`src/rtl/rwcg_pkg.sv`:
```
// Shared constants and byte-mapping functions for the random word corpus generator.
package rwcg_pkg;

   // Splitmix64 constants
   localparam logic [63:0] SmGamma   = 64'h9E3779B97F4A7C15;
   localparam logic [63:0] SmMul1    = 64'hBF58476D1CE4E5B9;
   localparam logic [63:0] SmMul2    = 64'h94D049BB133111EB;
   localparam logic [63:0] SeedReset = 64'h243F6A8885A308D3;

   // Corpus length after reset
   localparam logic [40:0] TotalReset = 41'd1073741824;

   // Rejection limits for the three byte uses
   localparam logic [7:0] LenLimit  = 8'd240;
   localparam logic [7:0] CharLimit = 8'd248;
   localparam logic [7:0] WsLimit   = 8'd252;

   // Register indexes on the configuration port
   localparam logic CsrSeed  = 1'b0;
   localparam logic CsrTotal = 1'b1;

   // Byte modulo 6 by reciprocal multiply (exact for all 8-bit values)
   function automatic logic [2:0] mod6(input logic [7:0] b);
      logic [15:0] prod;
      logic [5:0]  q;
      logic [7:0]  r;
      prod = 16'(b) * 16'd171;
      q    = prod[15:10];
      r    = b - 8'({2'b00, q} * 8'd6);
      return r[2:0];
   endfunction

   // Byte modulo 30 by reciprocal multiply (exact for all 8-bit values)
   function automatic logic [4:0] mod30(input logic [7:0] b);
      logic [15:0] prod;
      logic [3:0]  q;
      logic [7:0]  r;
      prod = 16'(b) * 16'd137;
      q    = prod[15:12];
      r    = b - 8'({4'b0000, q} * 8'd30);
      return r[4:0];
   endfunction

   // Byte modulo 62 by reciprocal multiply (exact for all 8-bit values)
   function automatic logic [5:0] mod62(input logic [7:0] b);
      logic [16:0] prod;
      logic [2:0]  q;
      logic [7:0]  r;
      prod = 17'(b) * 17'd265;
      q    = prod[16:14];
      r    = b - 8'({5'b00000, q} * 8'd62);
      return r[5:0];
   endfunction

   // Map a byte to the base62 alphabet: A-Z, a-z, 0-9
   function automatic logic [6:0] glyph(input logic [7:0] b);
      logic [5:0] r;
      logic [6:0] code;
      r = mod62(b);
      if (r < 6'd26) begin
         code = {1'b0, r} + 7'd65;
      end else if (r < 6'd52) begin
         code = {1'b0, r} + 7'd71;
      end else begin
         code = {1'b0, r} - 7'd4;
      end
      return code;
   endfunction

   // Map a byte to one of six whitespace characters
   function automatic logic [6:0] space_char(input logic [7:0] b);
      logic [6:0] code;
      unique case (mod6(b))
         3'd0:    code = 7'd32;
         3'd1:    code = 7'd10;
         3'd2:    code = 7'd13;
         3'd3:    code = 7'd9;
         3'd4:    code = 7'd11;
         3'd5:    code = 7'd12;
         default: code = 7'd32;
      endcase
      return code;
   endfunction

endpackage

```
`src/rtl/rwcg_mixer.sv`:
```
// Splitmix64 generator built around one shared 32x32 multiplier.
module rwcg_mixer (
   input  logic        clock,
   input  logic        reset,
   input  logic        load,
   input  logic [63:0] load_value,
   input  logic        start,
   output logic        done,
   output logic [63:0] rnd_word
);

   typedef enum logic {
      M_IDLE,
      M_MUL
   } mix_state_type;

   mix_state_type state_ff, state_in;
   logic [63:0] rng_ff, rng_in;
   logic [63:0] x_ff, x_in;
   logic [63:0] acc_ff, acc_in;
   logic [63:0] prod_ff, prod_in;
   logic [63:0] rnd_ff, rnd_in;
   logic        done_ff, done_in;
   logic        second_ff, second_in;
   logic [1:0]  phase_ff, phase_in;

   logic [63:0] mul_const;
   logic [31:0] op_a;
   logic [31:0] op_b;
   logic [63:0] acc_sum;
   logic [63:0] rng_next;

   // Pick constant half and operand half for the current phase
   always_comb begin
      mul_const = second_ff ? rwcg_pkg::SmMul2 : rwcg_pkg::SmMul1;
      op_a      = (phase_ff == 2'd1) ? x_ff[63:32] : x_ff[31:0];
      op_b      = (phase_ff == 2'd2) ? mul_const[63:32] : mul_const[31:0];
      acc_sum   = acc_ff + {prod_ff[31:0], 32'h0};
      rng_next  = rng_ff + rwcg_pkg::SmGamma;
   end

   // Sequence: advance state, then two 64-bit products in four phases each
   always_comb begin
      state_in  = state_ff;
      rng_in    = rng_ff;
      x_in      = x_ff;
      acc_in    = acc_ff;
      prod_in   = {32'h0, op_a} * {32'h0, op_b};
      rnd_in    = rnd_ff;
      done_in   = 1'b0;
      second_in = second_ff;
      phase_in  = phase_ff;
      unique case (state_ff)
         M_IDLE: begin
            if (load) begin
               rng_in = load_value;
            end else if (start) begin
               rng_in    = rng_next;
               x_in      = rng_next ^ (rng_next >> 30);
               second_in = 1'b0;
               phase_in  = 2'd0;
               state_in  = M_MUL;
            end
         end
         M_MUL: begin
            phase_in = phase_ff + 2'd1;
            unique case (phase_ff)
               2'd0: begin
               end
               2'd1: begin
                  acc_in = prod_ff;
               end
               2'd2: begin
                  acc_in = acc_sum;
               end
               2'd3: begin
                  acc_in = acc_sum;
                  if (!second_ff) begin
                     x_in      = acc_sum ^ (acc_sum >> 27);
                     second_in = 1'b1;
                  end else begin
                     rnd_in   = acc_sum ^ (acc_sum >> 31);
                     done_in  = 1'b1;
                     state_in = M_IDLE;
                  end
               end
               default: begin
               end
            endcase
         end
         default: state_in = M_IDLE;
      endcase
   end

   // Hold state and registered outputs
   always_ff @(posedge clock) begin
      if (reset) begin
         state_ff  <= M_IDLE;
         rng_ff    <= rwcg_pkg::SeedReset;
         done_ff   <= 1'b0;
         second_ff <= 1'b0;
         phase_ff  <= 2'd0;
      end else begin
         state_ff  <= state_in;
         rng_ff    <= rng_in;
         done_ff   <= done_in;
         second_ff <= second_in;
         phase_ff  <= phase_in;
      end
      x_ff    <= x_in;
      acc_ff  <= acc_in;
      prod_ff <= prod_in;
      rnd_ff  <= rnd_in;
   end

   assign done     = done_ff;
   assign rnd_word = rnd_ff;

endmodule

```
`src/rtl/random_word_corpus_generator.sv`:
```
// Top level of the random word corpus generator: request, response and register channels.
//
// Usage: each request beat (req_valid high, req_stall low) asks for one corpus
// character. req_restart = 1 reloads the generator from the seed and total
// registers before producing that character. Each request yields at most one
// response beat on rsp_char_code / rsp_last; once the corpus is finished a
// request without restart yields none. rsp_last marks the final character.
// Registers are written on the csr_ channel (index 0 seed, 1 total_bytes),
// which is always ready; new values take effect at the next restart.
// A request passes through the decide and draw states to the response
// register; each rejected byte costs one more draw, a word of drawn length
// first draws its length byte, and an empty 8-byte pool is refilled by the
// splitmix64 mixer, which runs two 64-bit products through one 32x32
// multiplier in four phases each.
// req_stall is high while a request is in work. The response sits in an
// output register; a stalled response holds, and a new request is accepted
// meanwhile, finishing only once the register frees up.
// Reset loads the register reset values and starts a fresh corpus.
module random_word_corpus_generator (
   input  logic        clock,
   input  logic        reset,
   input  logic        req_valid,
   output logic        req_stall,
   input  logic        req_restart,
   output logic        rsp_valid,
   input  logic        rsp_stall,
   output logic [6:0]  rsp_char_code,
   output logic        rsp_last,
   input  logic        csr_valid,
   output logic        csr_ready,
   input  logic        csr_index,
   input  logic [63:0] csr_wdata
);

   typedef enum logic [1:0] {
      S_IDLE,
      S_DECIDE,
      S_DRAW,
      S_MIX
   } state_type;

   typedef enum logic [1:0] {
      K_LEN,
      K_CHAR,
      K_FINAL,
      K_WS
   } kind_type;

   state_type   state_ff, state_in;
   kind_type    kind_ff, kind_in;
   logic [63:0] seed_ff, seed_in;
   logic [40:0] total_ff, total_in;
   logic [63:0] pool_ff, pool_in;
   logic [3:0]  pool_left_ff, pool_left_in;
   logic [40:0] remain_ff, remain_in;
   logic [4:0]  word_left_ff, word_left_in;
   logic        in_word_ff, in_word_in;
   logic        rsp_valid_ff, rsp_valid_in;
   logic [6:0]  rsp_char_code_ff, rsp_char_code_in;
   logic        rsp_last_ff, rsp_last_in;

   logic        mix_load;
   logic        mix_start;
   logic        mix_done;
   logic [63:0] mix_word;
   logic [7:0]  cur_byte;
   logic [7:0]  limit;
   logic        slot_busy;

   rwcg_mixer u_mixer (
      .clock      (clock),
      .reset      (reset),
      .load       (mix_load),
      .load_value (seed_ff),
      .start      (mix_start),
      .done       (mix_done),
      .rnd_word   (mix_word)
   );

   assign cur_byte  = pool_ff[7:0];
   assign slot_busy = rsp_valid_ff && rsp_stall;

   // Select the rejection limit for the current byte use
   always_comb begin
      unique case (kind_ff)
         K_LEN:   limit = rwcg_pkg::LenLimit;
         K_CHAR:  limit = rwcg_pkg::CharLimit;
         K_FINAL: limit = rwcg_pkg::CharLimit;
         K_WS:    limit = rwcg_pkg::WsLimit;
         default: limit = rwcg_pkg::CharLimit;
      endcase
   end

   // Take register writes
   always_comb begin
      seed_in  = seed_ff;
      total_in = total_ff;
      if (csr_valid) begin
         unique case (csr_index)
            rwcg_pkg::CsrSeed:  seed_in  = csr_wdata;
            rwcg_pkg::CsrTotal: total_in = csr_wdata[40:0];
            default: begin
            end
         endcase
      end
   end

   // Sequence one character: decide its kind, draw bytes, emit
   always_comb begin
      state_in         = state_ff;
      kind_in          = kind_ff;
      pool_in          = pool_ff;
      pool_left_in     = pool_left_ff;
      remain_in        = remain_ff;
      word_left_in     = word_left_ff;
      in_word_in       = in_word_ff;
      rsp_valid_in     = slot_busy;
      rsp_char_code_in = rsp_char_code_ff;
      rsp_last_in      = rsp_last_ff;
      mix_load         = 1'b0;
      mix_start        = 1'b0;
      unique case (state_ff)
         S_IDLE: begin
            if (req_valid) begin
               if (req_restart) begin
                  mix_load     = 1'b1;
                  pool_in      = 64'h0;
                  pool_left_in = 4'd0;
                  remain_in    = total_ff;
                  word_left_in = 5'd0;
                  in_word_in   = 1'b0;
               end
               state_in = S_DECIDE;
            end
         end
         S_DECIDE: begin
            if (remain_ff == 41'd0) begin
               state_in = S_IDLE;
            end else begin
               state_in = S_DRAW;
               if (!in_word_ff) begin
                  if (remain_ff == 41'd1) begin
                     kind_in = K_FINAL;
                  end else if (remain_ff <= 41'd31) begin
                     word_left_in = remain_ff[4:0] - 5'd1;
                     in_word_in   = 1'b1;
                     kind_in      = K_CHAR;
                  end else begin
                     kind_in = K_LEN;
                  end
               end else begin
                  kind_in = (word_left_ff != 5'd0) ? K_CHAR : K_WS;
               end
            end
         end
         S_DRAW: begin
            if (pool_left_ff == 4'd0) begin
               mix_start = 1'b1;
               state_in  = S_MIX;
            end else if (cur_byte >= limit || kind_ff == K_LEN || !slot_busy) begin
               // Consume the byte; reject, set word length, or emit
               pool_in      = {8'h0, pool_ff[63:8]};
               pool_left_in = pool_left_ff - 4'd1;
               if (cur_byte < limit) begin
                  unique case (kind_ff)
                     K_LEN: begin
                        word_left_in = rwcg_pkg::mod30(cur_byte) + 5'd1;
                        in_word_in   = 1'b1;
                        kind_in      = K_CHAR;
                     end
                     K_CHAR, K_FINAL: begin
                        rsp_char_code_in = rwcg_pkg::glyph(cur_byte);
                        if (kind_ff == K_CHAR) begin
                           word_left_in = word_left_ff - 5'd1;
                        end
                     end
                     K_WS: begin
                        rsp_char_code_in = rwcg_pkg::space_char(cur_byte);
                        in_word_in       = 1'b0;
                     end
                     default: begin
                     end
                  endcase
                  if (kind_ff != K_LEN) begin
                     rsp_valid_in = 1'b1;
                     rsp_last_in  = (remain_ff == 41'd1);
                     remain_in    = remain_ff - 41'd1;
                     state_in     = S_IDLE;
                  end
               end
            end
         end
         S_MIX: begin
            if (mix_done) begin
               pool_in      = mix_word;
               pool_left_in = 4'd8;
               state_in     = S_DRAW;
            end
         end
         default: state_in = S_IDLE;
      endcase
   end

   // Hold state, registers and the response slot
   always_ff @(posedge clock) begin
      if (reset) begin
         state_ff     <= S_IDLE;
         kind_ff      <= K_LEN;
         seed_ff      <= rwcg_pkg::SeedReset;
         total_ff     <= rwcg_pkg::TotalReset;
         pool_ff      <= 64'h0;
         pool_left_ff <= 4'd0;
         remain_ff    <= rwcg_pkg::TotalReset;
         word_left_ff <= 5'd0;
         in_word_ff   <= 1'b0;
         rsp_valid_ff <= 1'b0;
      end else begin
         state_ff     <= state_in;
         kind_ff      <= kind_in;
         seed_ff      <= seed_in;
         total_ff     <= total_in;
         pool_ff      <= pool_in;
         pool_left_ff <= pool_left_in;
         remain_ff    <= remain_in;
         word_left_ff <= word_left_in;
         in_word_ff   <= in_word_in;
         rsp_valid_ff <= rsp_valid_in;
      end
      rsp_char_code_ff <= rsp_char_code_in;
      rsp_last_ff      <= rsp_last_in;
   end

   assign req_stall     = (state_ff != S_IDLE);
   assign csr_ready     = 1'b1;
   assign rsp_valid     = rsp_valid_ff;
   assign rsp_char_code = rsp_char_code_ff;
   assign rsp_last      = rsp_last_ff;

endmodule

```
`config.mk`:
```
export PLATFORM = sky130hd
export DESIGN_NAME = random_word_corpus_generator
export DESIGN_NICKNAME = d
export VERILOG_FILES = /design/src/rtl/rwcg_pkg.sv /design/src/rtl/rwcg_mixer.sv /design/src/rtl/random_word_corpus_generator.sv
export SDC_FILE = /design/constraint.sdc
export NUM_CORES = 2
export LEC_CHECK = 0
export ABC_AREA = 1
export BUFFER_PORTS_ARGS = -buffer_cell sky130_fd_sc_hd__buf_2
export CORE_ASPECT_RATIO = 1.5
export CORE_MARGIN = 1
export CORE_UTILIZATION = 34
export DETAILED_ROUTE_END_ITERATION = 10
export PLACE_DENSITY = 0.51
export SLEW_MARGIN = 20
export SYNTH_ARGS = -nofsm -noshare
export SYNTH_HDL_FRONTEND = slang
export SYNTH_HIERARCHICAL = 1
export SYNTH_SLANG_ARGS = --single-unit
```
`constraint.sdc`:
```
create_clock -name clock -period 14.34 [get_ports clock]
set_input_delay 1.434 -clock clock [delete_from_list [all_inputs] [get_ports clock]]
set_output_delay 1.434 -clock clock [all_outputs]
set_load 0.01 [all_outputs]
```
==> results.cfg <==
[clock_network]
cts.repair.resized = 0
path_clk_slew_ps = 70
insertion_delay_ps = 680
h-tree-depth = 2
cts.path.max_buffers = 3
numCtsBuffers = 53
root_buffer = clkbuf_16
cts.sinks = 558
cts_setup_buffers = 0
holdBufCountCts = 0
cts_tree = yes

[worst_hold_path]
holdCritStartpoint = seed_ff[41]
hold_class = register to register
hold-path-endpoint = seed_ff[41]
min_path_cells = 2

[detailed_routing]
wl_per_cell_microns = 26.9
ant_nets = 0
vias_per_cell = 5.13
drt_pre_antenna_iters = 6
drtIter0Drc = 3979
vias = 53766
drt_wl_total_mm = 283
drc = 0

[critical_path]
reg2reg_to = u_mixer/prod_ff[45]
cpMaxStageDelayCell = nor2_1
critPathLaunchType = register
r2r_slack_ps = 3910
reg2reg_depth = 31
crit_required_ps = 14840
cp.arrival_ps = 10940
crit_type = register to register
worst-path-max-fanout = 27
slowest_delay_ps = 810
endpoint_kind = register
r2r_start = u_mixer/phase_ff[0]

[layout]
final_cells = 10489
fin_area_sq_mm = 0.0680
multiInputGateArea_sq_mm = 0.0424
mostFrequentLayoutCell = inv_1
nets = 9390
nFillCells = 19651
layout_common_cells = inv_1, nand2_1, nor2_1, fa_1, ha_1
ff_latch_area_sq_mm = 0.0132
layout-drive-gt1-share = 0.0532
area.growth.synth_to_final_pct = 7.72

[place]
hpwl_mm = 239
dp_slack_ps = 4120
dp_cells = 10386
gp_congestion = 1.07
io_buffers = 80
placed_cell_area_sq_mm = 0.0661

[grt]
grt_util_met2 = 0.569
grt.busiest_layer = met2
grtUsageMet1 = 0.288
grt_usage = 0.300
grt_pass1_vias = 57527
overflow = 0
grtUsageMet3 = 0.0274
grt_max_degree = 97
grt_pass1_wl_mm = 401
antenna_found_initial = 2

[yosys]
syn_area_per_cell_sq_um = 7.85
synth_top_area_cell = fa_1
synth_warnings = 6
synth-edff-count = 200
synth_area_leaders = fa_1, dfxtp_1, inv_1
netlist_area_sq_mm = 0.0631
ys_ff_latch = 558
synth_fp_nets = 9423
synthFlopType = dfxtp_1
synth.lib_cells_used.distinct = 64
synth.top_cell.area_share = 0.258
async_reset_ff_frac = 0
synthCells = 8038
seq_area_frac_synth = 0.209

[timing]
period_share = 0.728
worst_slew_pin_slew_ps = 1120
setup_slack_ps = 3910
slew_viol_final = 0
hold_viol = 0
grt_setup_unrepaired = false
slew_headroom = 0.244
fmax_mhz = 95.8
timing.setup.tns_ps = 0
setup_violations = 0
worst_clock_skew_ps = 45.3
fin_crit_ps = 10430

[floorplanning]
io_pins = 82
die-area_sq_mm = 0.187
die_h_microns = 530
fp.coreArea_sq_mm = 0.184
die_w_microns = 354
initial_utilization = 0.342
row_count = 193

[run_status]
status = completed

[flow_run]
max_cap_viol_count = 0
## area by class of cell
type                    instances  share of cell area
multi-input cells            5493               0.624
flip-flops and latches        558               0.194
clock buffers                  74              0.0228
well taps                    2437              0.0449
inverters                    1745              0.0964
diodes                          3            0.000110
clock inverters                25             0.00361
repair buffers                154              0.0143
## per-stage QoR
| step | utilization | hold slack, ps |
|---|---|---|
| 2_1_floorplan | - | 424 |
| 3_3_place_gp | 0.359 | 441 |
| 3_5_place_dp | 0.359 | 444 |
| 4_1_cts | 0.369 | 462 |
| 5_1_grt | 0.369 | 478 |
| 6_report | 0.369 | 456 |
## cell families after synthesis
group | after synthesis | share of synthesized area
flip-flops | 558 | 0.209
AND/OR/NAND/NOR | 3036 | 0.200
adder cells (fa/ha/maj) | 1314 | 0.357
buffers and inverters | 1987 | 0.121
other | 1 | 0.0000594
XOR/XNOR | 170 | 0.0246
AO/OA/AOI/OAI | 972 | 0.0888
## critical path: cells and delay by family (launching register included)
kind	cells	cell delay [ps]
AOI/OAI and AO/OA	3	710
xor gates and xnor gates	1	550
adders and majority gates	10	5020
buffers and inverters	11	1450
DFF	1	350
and+or+nand+nor	6	2120
## sequential cells by signal (all words and copies together) (netlist names), 4 cells and up
register and cells:
rsp_char_code 7, u_mixer/x_ff 64, total_ff 41, seed_ff 64, word_left_ff 5, u_mixer/prod_ff 64
pool_ff 64, pool_left_ff 4, remain_ff 41, u_mixer/acc_ff 64, u_mixer/rnd_word 64, u_mixer/rng_ff 64
## synth_stat cells (8+ instances only)
cell type,n
xor2_1,130
nand3b_1,17
a221oi_1,62
o21bai_1,27
a211oi_1,65
nand2_2,28
buf_2,45
a21o_1,17
nand4_1,46
inv_1,1699
nor2_4,10
nor3_1,47
a31oi_1,35
nor2_2,29
o21ai_2,17
edfxtp_1,200
o221ai_1,8
clkinv_1,12
nand2_1,1433
xnor2_1,32
o21ai_0,349
nand3_2,11
nor4_1,10
o21ai_1,40
inv_2,33
fa_1,814
buf_4,16
nor2_1,964
or2_2,14
clkbuf_1,148
nand3_1,409
dfxtp_1,358
buf_1,27
ha_1,500
a21oi_1,323
## per-layer routing
layer,vias up,share of wire
met2,1904,0.53
met3,848,0.037
met4,2,0.11
met1,26191,0.33
li1,24821,-
met5,-,0.000046
## how the worst max path moves through the flow
stage | from | end | slack, ps | depth (start not counted)
finish | u_mixer/phase_ff[0] | u_mixer/prod_ff[45] | 3910 | 31
CTS | u_mixer/phase_ff[0] | u_mixer/prod_ff[63] | 4080 | 32
floorplan | u_mixer/phase_ff[1] | u_mixer/prod_ff[57] | 6880 | 33
detailed placement | u_mixer/phase_ff[0] | u_mixer/prod_ff[63] | 4120 | 32
global placement | u_mixer/phase_ff[0] | u_mixer/prod_ff[31] | 4150 | 28
global route | u_mixer/phase_ff[1] | u_mixer/prod_ff[42] | 3610 | 31
Power is not shown: default switching activity piles up to over one toggle a cycle in this logic, so the estimate is an artifact.
